<file path="src/rtl/tts_pkg.sv">
// ----------------------------------------------------------------------------
// tts_pkg
// Shared types and constants of the tick task scheduler.
// ----------------------------------------------------------------------------
package tts_pkg;

  localparam int TASK_SLOTS_DEF = 8;
  localparam int CMD_W          = 2;
  localparam int ID_W           = 3;
  localparam int ARG_W          = 32;
  localparam int TIME_W         = 16;
  localparam int KIND_W         = 2;
  // wide enough to compare a slot number with any slot count up to 32
  localparam int SLOT_CMP_W     = 6;

  typedef enum logic [CMD_W-1:0] {
    CMD_ADD      = 2'd0,
    CMD_DELETE   = 2'd1,
    CMD_TICK     = 2'd2,
    CMD_DISPATCH = 2'd3
  } cmd_t;

  typedef enum logic [KIND_W-1:0] {
    EVT_COOP    = 2'd0,
    EVT_PREEMPT = 2'd1,
    EVT_IDLE    = 2'd2
  } kind_t;

  typedef enum logic [1:0] {
    ST_IDLE,
    ST_SCAN,
    ST_IDLE_EVT
  } state_t;

endpackage

</file>
<file path="src/rtl/tts_ifs.sv">
// ----------------------------------------------------------------------------
// tts channel interfaces
// Command channel and event channel, valid/ready with payload.
// ----------------------------------------------------------------------------
interface tts_cmd_if;
  import tts_pkg::*;

  logic              valid;
  logic              ready;
  logic [CMD_W-1:0]  command;
  logic [ID_W-1:0]   task_id;
  logic              has_task;
  logic [ARG_W-1:0]  argument;
  logic [TIME_W-1:0] first_delay;
  logic [TIME_W-1:0] period;
  logic              preemptive;

  modport source (
    output valid, command, task_id, has_task, argument, first_delay, period, preemptive,
    input  ready
  );
  modport sink (
    input  valid, command, task_id, has_task, argument, first_delay, period, preemptive,
    output ready
  );
endinterface

interface tts_evt_if;
  import tts_pkg::*;

  logic              valid;
  logic              ready;
  logic [KIND_W-1:0] event_kind;
  logic [ID_W-1:0]   run_slot;
  logic [ARG_W-1:0]  run_argument;
  logic              last;

  modport source (
    output valid, event_kind, run_slot, run_argument, last,
    input  ready
  );
  modport sink (
    input  valid, event_kind, run_slot, run_argument, last,
    output ready
  );
endinterface

</file>
<file path="src/rtl/tick_task_scheduler_unit.sv">
// ----------------------------------------------------------------------------
// tick_task_scheduler_unit
// Task-slot scheduler with a slot-serial sequencer for tick and dispatch.
// ----------------------------------------------------------------------------
// Usage:
//   cmd (sink): add, delete, tick or dispatch transactions. evt (source):
//   run events (cooperative, pre-emptive or idle); last marks the final event
//   of one command.
//   Add and delete complete in the accept cycle and give no event; cmd.ready
//   stays high, so they can follow each other in back-to-back cycles.
//   Tick and dispatch start a sequencer that visits one slot per cycle while
//   the output register is not stalled; cmd.ready stays low until every slot
//   has been visited and its event, if any, handed to the output register.
//   A dispatch with nothing ready gives a single idle event and holds
//   cmd.ready low until that event is loaded into the output register.
//   Events leave from one output register; the first event appears the cycle
//   after its slot is visited. While evt.ready is low the sequencer waits on
//   the slot that wants to emit and resumes once the register frees up.
//   Reset (rst, synchronous) empties every slot, clears the ready and
//   pre-emptive masks and drops any pending event; no clearing pass follows.
// ----------------------------------------------------------------------------
module tick_task_scheduler_unit #(
  parameter int TASK_SLOTS = tts_pkg::TASK_SLOTS_DEF
) (
  input  logic      clk,
  input  logic      rst,
  tts_cmd_if.sink   cmd,
  tts_evt_if.source evt
);
  import tts_pkg::*;

  localparam int IDX_W = (TASK_SLOTS > 1) ? $clog2(TASK_SLOTS) : 1;
  localparam logic [IDX_W-1:0] LAST_IDX = IDX_W'(TASK_SLOTS - 1);

  // slot storage
  logic [TASK_SLOTS-1:0] slot_valid;
  logic [TASK_SLOTS-1:0] ready_mask;
  logic [TASK_SLOTS-1:0] preempt_mask;
  logic [ARG_W-1:0]      slot_argument [TASK_SLOTS];
  logic [TIME_W-1:0]     slot_delay    [TASK_SLOTS];
  logic [TIME_W-1:0]     slot_period   [TASK_SLOTS];

  // sequencer
  state_t                state;
  state_t                state_next;
  logic [IDX_W-1:0]      idx;
  logic                  scan_tick;
  logic [TASK_SLOTS-1:0] evt_mask;

  // output register
  logic                  out_valid;
  kind_t                 out_kind;
  logic [ID_W-1:0]       out_slot;
  logic [ARG_W-1:0]      out_arg;
  logic                  out_last;

  logic                  cmd_take;
  logic                  out_free;
  logic                  step;
  logic                  load_evt;
  logic                  id_ok;
  logic [IDX_W-1:0]      id_idx;
  cmd_t                  cmd_code;
  logic [TASK_SLOTS-1:0] zero_vec;
  logic [TASK_SLOTS-1:0] due_tick;
  logic [TASK_SLOTS-1:0] due_disp;
  logic [TASK_SLOTS-1:0] evt_above;
  logic                  scan_last;
  logic [TIME_W-1:0]     cur_delay;
  logic [TIME_W-1:0]     cur_period;

  assign cmd_code = cmd_t'(cmd.command);
  assign cmd_take = cmd.valid && cmd.ready;
  assign out_free = !out_valid || evt.ready;
  assign id_ok    = {{(SLOT_CMP_W-ID_W){1'b0}}, cmd.task_id} < SLOT_CMP_W'(TASK_SLOTS);
  assign id_idx   = IDX_W'(cmd.task_id);

  always_comb begin
    for (int s = 0; s < TASK_SLOTS; s++) begin
      zero_vec[s] = (slot_delay[s] == '0);
    end
  end

  assign due_tick   = slot_valid & zero_vec & preempt_mask;
  assign due_disp   = slot_valid & ready_mask & ~preempt_mask;
  assign evt_above  = evt_mask >> idx;
  assign scan_last  = ~|(evt_above >> 1);
  assign cur_delay  = slot_delay[idx];
  assign cur_period = slot_period[idx];

  // next state
  always_comb begin
    state_next = state;
    unique case (state)
      ST_IDLE: begin
        if (cmd_take && cmd_code == CMD_TICK) begin
          state_next = ST_SCAN;
        end else if (cmd_take && cmd_code == CMD_DISPATCH) begin
          state_next = (ready_mask == '0) ? ST_IDLE_EVT : ST_SCAN;
        end
      end
      ST_SCAN: begin
        if (step && idx == LAST_IDX) begin
          state_next = ST_IDLE;
        end
      end
      ST_IDLE_EVT: begin
        if (out_free) begin
          state_next = ST_IDLE;
        end
      end
      default: state_next = ST_IDLE;
    endcase
  end

  // sequencer outputs
  always_comb begin
    cmd.ready = 1'b0;
    step      = 1'b0;
    load_evt  = 1'b0;
    unique case (state)
      ST_IDLE: begin
        cmd.ready = 1'b1;
      end
      ST_SCAN: begin
        step     = !evt_mask[idx] || out_free;
        load_evt = evt_mask[idx] && out_free;
      end
      ST_IDLE_EVT: begin
        load_evt = out_free;
      end
      default: begin
        cmd.ready = 1'b0;
      end
    endcase
  end

  // control state
  always_ff @(posedge clk) begin
    if (rst) begin
      state        <= ST_IDLE;
      idx          <= '0;
      scan_tick    <= 1'b0;
      evt_mask     <= '0;
      slot_valid   <= '0;
      ready_mask   <= '0;
      preempt_mask <= '0;
      out_valid    <= 1'b0;
    end else begin
      state <= state_next;
      if (load_evt) begin
        out_valid <= 1'b1;
      end else if (evt.ready) begin
        out_valid <= 1'b0;
      end

      if (cmd_take) begin
        idx       <= '0;
        scan_tick <= (cmd_code == CMD_TICK);
        evt_mask  <= (cmd_code == CMD_TICK) ? due_tick : due_disp;
        unique case (cmd_code)
          CMD_ADD: begin
            if (id_ok) begin
              ready_mask[id_idx]   <= (cmd.first_delay == '0);
              preempt_mask[id_idx] <= cmd.preemptive;
              if (cmd.has_task) begin
                slot_valid[id_idx] <= 1'b1;
              end
            end
          end
          CMD_DELETE: begin
            if (id_ok && slot_valid[id_idx]) begin
              slot_valid[id_idx]   <= 1'b0;
              ready_mask[id_idx]   <= 1'b0;
              preempt_mask[id_idx] <= 1'b0;
            end
          end
          CMD_TICK, CMD_DISPATCH: begin
          end
          default: begin
          end
        endcase
      end

      if (step) begin
        idx <= idx + IDX_W'(1);
        if (scan_tick) begin
          if (slot_valid[idx] && cur_delay == '0) begin
            if (preempt_mask[idx]) begin
              ready_mask[idx] <= 1'b0;
              if (cur_period == '0) begin
                slot_valid[idx] <= 1'b0;
              end
            end else begin
              ready_mask[idx] <= 1'b1;
            end
          end
        end else if (evt_mask[idx]) begin
          ready_mask[idx] <= 1'b0;
          if (cur_period == '0) begin
            slot_valid[idx] <= 1'b0;
          end
        end
      end
    end
  end

  // slot payload, read only where the slot holds a task
  always_ff @(posedge clk) begin
    if (cmd_take && cmd_code == CMD_ADD && id_ok) begin
      slot_argument[id_idx] <= cmd.argument;
      slot_period[id_idx]   <= cmd.period;
      slot_delay[id_idx]    <= (cmd.first_delay == '0) ? cmd.period : cmd.first_delay;
    end else if (step && scan_tick && slot_valid[idx]) begin
      if (cur_delay != '0) begin
        slot_delay[idx] <= cur_delay - TIME_W'(1);
      end else if (cur_period != '0) begin
        slot_delay[idx] <= cur_period - TIME_W'(1);
      end
    end
  end

  // event payload
  always_ff @(posedge clk) begin
    if (load_evt) begin
      if (state == ST_IDLE_EVT) begin
        out_kind <= EVT_IDLE;
        out_slot <= '0;
        out_arg  <= '0;
        out_last <= 1'b1;
      end else begin
        out_kind <= scan_tick ? EVT_PREEMPT : EVT_COOP;
        out_slot <= ID_W'(idx);
        out_arg  <= slot_argument[idx];
        out_last <= scan_last;
      end
    end
  end

  assign evt.valid        = out_valid;
  assign evt.event_kind   = out_kind;
  assign evt.run_slot     = out_slot;
  assign evt.run_argument = out_arg;
  assign evt.last         = out_last;

endmodule

</file>
<file path="src/flat_wrapper.sv">
// flat-port wrapper written by rule: the top's interface ports become plain ports
module tick_task_scheduler_unit_flat import tts_pkg::*;
#(
  parameter int TASK_SLOTS = tts_pkg::TASK_SLOTS_DEF
)
  (clk, rst, cmd_valid, cmd_command, cmd_task_id, cmd_has_task, cmd_argument, cmd_first_delay, cmd_period, cmd_preemptive, cmd_ready, evt_valid, evt_event_kind, evt_run_slot, evt_run_argument, evt_last, evt_ready);
  tts_cmd_if cmd_i ();
  tts_evt_if evt_i ();
  input  logic clk;
  input  logic rst;
  input wire logic [$bits(cmd_i.valid)-1:0] cmd_valid;
  input wire logic [$bits(cmd_i.command)-1:0] cmd_command;
  input wire logic [$bits(cmd_i.task_id)-1:0] cmd_task_id;
  input wire logic [$bits(cmd_i.has_task)-1:0] cmd_has_task;
  input wire logic [$bits(cmd_i.argument)-1:0] cmd_argument;
  input wire logic [$bits(cmd_i.first_delay)-1:0] cmd_first_delay;
  input wire logic [$bits(cmd_i.period)-1:0] cmd_period;
  input wire logic [$bits(cmd_i.preemptive)-1:0] cmd_preemptive;
  output wire logic [$bits(cmd_i.ready)-1:0] cmd_ready;
  output wire logic [$bits(evt_i.valid)-1:0] evt_valid;
  output wire logic [$bits(evt_i.event_kind)-1:0] evt_event_kind;
  output wire logic [$bits(evt_i.run_slot)-1:0] evt_run_slot;
  output wire logic [$bits(evt_i.run_argument)-1:0] evt_run_argument;
  output wire logic [$bits(evt_i.last)-1:0] evt_last;
  input wire logic [$bits(evt_i.ready)-1:0] evt_ready;
  assign cmd_i.valid = cmd_valid;
  assign cmd_i.command = cmd_command;
  assign cmd_i.task_id = cmd_task_id;
  assign cmd_i.has_task = cmd_has_task;
  assign cmd_i.argument = cmd_argument;
  assign cmd_i.first_delay = cmd_first_delay;
  assign cmd_i.period = cmd_period;
  assign cmd_i.preemptive = cmd_preemptive;
  assign cmd_ready = cmd_i.ready;
  assign evt_valid = evt_i.valid;
  assign evt_event_kind = evt_i.event_kind;
  assign evt_run_slot = evt_i.run_slot;
  assign evt_run_argument = evt_i.run_argument;
  assign evt_last = evt_i.last;
  assign evt_i.ready = evt_ready;
  tick_task_scheduler_unit #(.TASK_SLOTS(TASK_SLOTS)) u_core (.clk(clk), .rst(rst), .cmd(cmd_i), .evt(evt_i));
endmodule
</file>
<file path="config.mk">
export PLATFORM = sky130hd
export DESIGN_NAME = tick_task_scheduler_unit_flat
export DESIGN_NICKNAME = d
export VERILOG_FILES = /design/src/rtl/tts_pkg.sv /design/src/rtl/tts_ifs.sv /design/src/rtl/tick_task_scheduler_unit.sv /design/src/flat_wrapper.sv
export SDC_FILE = /design/constraint.sdc
export NUM_CORES = 1
export LEC_CHECK = 0
export ABC_AREA = 0
export ABC_CLOCK_PERIOD_IN_PS = 5750
export BUFFER_PORTS_ARGS = -buffer_cell sky130_fd_sc_hd__buf_2
export CORE_AREA = 8 8 193 232
export CTS_CLUSTER_SIZE = 12
export DETAILED_ROUTE_END_ITERATION = 12
export DIE_AREA = 0 0 201 240
export PLACE_DENSITY = 0.85
export RECOVER_POWER = 50
export SLEW_MARGIN = 10
export SYNTH_ARGS = -nofsm -noshare
export SYNTH_HDL_FRONTEND = slang
export SYNTH_SLANG_ARGS = --single-unit
</file>
<file path="constraint.sdc">
create_clock -name clk -period 5.75 [get_ports clk]
set_input_delay 0 -clock clk [delete_from_list [all_inputs] [get_ports clk]]
set_output_delay 0 -clock clk [all_outputs]
set_load 0.005 [all_outputs]
</file>
==> flow_summary_export.csv <==
group,metric,value,unit
floorplanning,dieArea,0.0482,mm2
finish,syn_to_final_growth,13.2,%
setup_path,start_kind,"flop",
detailed_routing,top_layer_used,"met5",
detailed_routing,num_vias,15400,
outcome,violations,"capacitance limit, slew limit",
global_routing,grt_overflow,0,
clock_tree,cts_made_buffers,56,
synthesis,syn_avg_cell_area,16.3,um2
detailed_routing,drc_errors,0,
timing,whs,20.2,ps
floorplanning,boundaryPins,115,
synthesis,syn_nets,1570,
pwr,peakVddDrop,0.368,mV
timing,max_slew_margin,-1.41,
synthesis,synth_top_area_share,0.680,
hold_path,min_from,"cmd_valid",
synthesis,synth_cells,1489,
global_routing,grt_pass1_wl,94.9,mm
clock_tree,cts_resized,0,
placed_design,dp_hpwl,38.1,mm
setup_path,worst-path-max-fanout,49,
hold_path,min_to,"u_core.state[0]",
timing,grt_setup_unrepaired,"no",
setup_path,rr_worst_depth,9,
synthesis,synth.most_common_cell,"edfxtp_1",
synthesis,ys_ff_latch,592,
finish,nets,1751,
global_routing,grt_antenna_before_repair,2,
clock_tree,cts_max_level,2,
placed_design,portBuffers,114,
setup_path,critPathCaptureType,"flop",
clock_tree,cts_tree,"yes",
detailed_routing,wirelength,63.6,mm
synthesis,netlist_area,0.0243,mm2
placed_design,pre_cts_ws,970,ps
setup_path,cp-startpoint,"u_core.state[1]",
global_routing,grt_pass1_vias,15600,
timing,finalCritPeriodShare,0.885,
placed_design,gp_congestion,0.971,
timing,clock.fmax,196,MHz
clock_tree,clk_pin_slew,60,ps
timing,hold_violations,0,
clock_tree,insertion_delay,620,ps
finish,drive_above_1_share,0.141,
clock_tree,post-cts-setup-buffer-count,0,
setup_path,r2r_end,"u_core.slot_valid[7]",
pwr,cellPowerDensity,308,mW/mm2
timing,tightest_slew,3610,ps
outcome,status,"finished with violations",
finish,final_core_util,0.668,
flow_run,cap_violations,6,
floorplanning,dieHeight,240,um
synthesis,netlist.top_cell.by_area,"edfxtp_1",
synthesis,ys_warn_count,0,
detailed_routing,detail_route.wl_per_cell,28.2,um
floorplanning,die_x,201,um
detailed_routing,route.met3.wl,6.07,mm
timing,finalWorstSetupSlack,660,ps
pwr,total_power,0.00846,W
synthesis,async_flop_share,0,
setup_path,reg2reg_slack,660,ps
clock_tree,cts_sinks,592,
synthesis,ys_seq_area_frac,0.715,
detailed_routing,wl_met1,23.1,mm
timing,fin_skew,30.7,ps
clock_tree,cts_buffer_depth,3,
hold_path,hold_depth,5,
global_routing,grtUsageTotal,0.258,
clock_tree,root_buffer,"clkbuf_16",
synthesis,synth_edf_count,550,
detailed_routing,dr_wl_met2,31.3,mm
synthesis,synthTopCellsByArea,"edfxtp_1 68%, mux4_2 5.0%, dfxtp_1 3.5%",
detailed_routing,ant_nets,0,
setup_path,cp.arrival,5590,ps
detailed_routing,drt_iter0_markers,2001,
synthesis,synth_ff_type,"edfxtp_1",
floorplanning,core_area,0.0411,mm2
timing,setup_viol,0,
floorplanning,floorplan.rows,82,
detailed_routing,avgViaCountPerCell,6.85,
timing,drv_slew,173,
setup_path,worstReg2RegStart,"u_core.state[1]",
hold_path,hold_path.class,"in2reg",
finish,antenna_cells,0,
setup_path,critical_path_class,"reg2reg",
timing,finalSetupTns,0,ps
synthesis,yosysUniqueCellTypes,80,
synthesis,ys_top_cells_by_count,"550 x edfxtp_1, 96 x a22oi_1, 75 x nor2_1, 68 x a21oi_1, 60 x nand2_1",
floorplanning,start_util,0.590,
setup_path,cp_data_required_time,6250,ps
pwr,p_leak,8.39,nW
global_routing,grt_max_degree,74,
detailed_routing,first_pass_iters,5,
timing,period_needed,5090,ps
clock_tree,postCtsHoldBufs,57,
==> how the worst max path moves through the flow <==
stage | to
final | u_core.slot_valid[7]
after global routing | u_core.slot_delay[1][10]
after CTS | u_core.slot_delay[1][10]
after detailed placement | u_core.slot_delay[5][10]
after global placement | u_core.slot_delay[4][10]
after floorplan | u_core.slot_argument[4][0]
==> cells in the final DEF (no fill, tap or decap), drive strengths merged, types with 33 or more instances in the layout <==
cell type / netlist / layout
dlygate4sd3: 0 / 57
a21oi: 68 / 68
nand2: 60 / 60
o21ai: 37 / 37
nor2: 77 / 77
clkbuf: 51 / 179
mux2i: 37 / 37
buf: 37 / 63
a22oi: 97 / 97
nand3: 33 / 33
mux4: 66 / 66
dfxtp: 42 / 42
edfxtp: 550 / 550
==> logic make-up after synthesis <==
group | share of synthesized area
AND/OR/NAND/NOR | 0.0668
XOR/XNOR | 0.00252
flip-flops | 0.715
multiplexers | 0.0924
buffers and inverters | 0.0214
adder cells (fa/ha/maj) | 0.00309
AO/OA/AOI/OAI | 0.0991
==> where the power goes <==
group	leakage (nW)	total [W]	internal (W)	switching, W
Sequential	5.30	0.00478	0.00475	0.0000221
Combinational	2.32	0.000322	0.000104	0.000218
Clock	0.773	0.00336	0.00182	0.00154
==> sequential cells by signal, indices dropped and copies added, names as in the netlist, named ones only <==
name                     count
u_core.evt.event_kind        2
u_core.scan_tick             1
u_core.preempt_mask          8
u_core.evt.valid             1
u_core.slot_valid            8
u_core.evt_mask              8
u_core.evt.run_argument     32
u_core.idx                   3
u_core.slot_argument       256
u_core.ready_mask            8
u_core.state                 2
u_core.slot_delay          128
u_core.evt.last              1
u_core.evt.run_slot          3
u_core.slot_period         128
==> stage by stage <==
| step | instance area (um2) | std cells |
|---|---|---|
| after floorplan | 24300 | 1489 |
| after global routing | 27500 | 2253 |
| final | 27500 | 2253 |
| after detailed placement | 25500 | 2101 |
| after global placement | 25500 | 2101 |
| after CTS | 27600 | 2253 |
==> worst max-delay path, stage by stage, from the launching register on <==
cell and delay, ps:
dfxtp_1 330, inv_1 90, ha_1 260, and3b_1 390
nand2_1 90, clkbuf_1 340, nor2_4 180, clkbuf_1 2530
a21oi_1 300, a2111oi_0 450
==> area by class of cell <==
cell class | count | area, um2
clock inverter | 7 | 83.8
sequential | 592 | 17400
multi-input combinational | 795 | 6450
timing repair buffer | 211 | 1320
tap | 546 | 683
clock buffer | 88 | 1530
fill | 2583 | 13700
inverter | 14 | 52.6
==> layer usage <==
metal / up-vias / GRT usage
met5: - / 0
met4: 4 / 0.126
met3: 191 / 0.0427
met2: 1164 / 0.432
met1: 7624 / 0.327
li1: 6454 / -
Power figures use the tool's default switching activity.
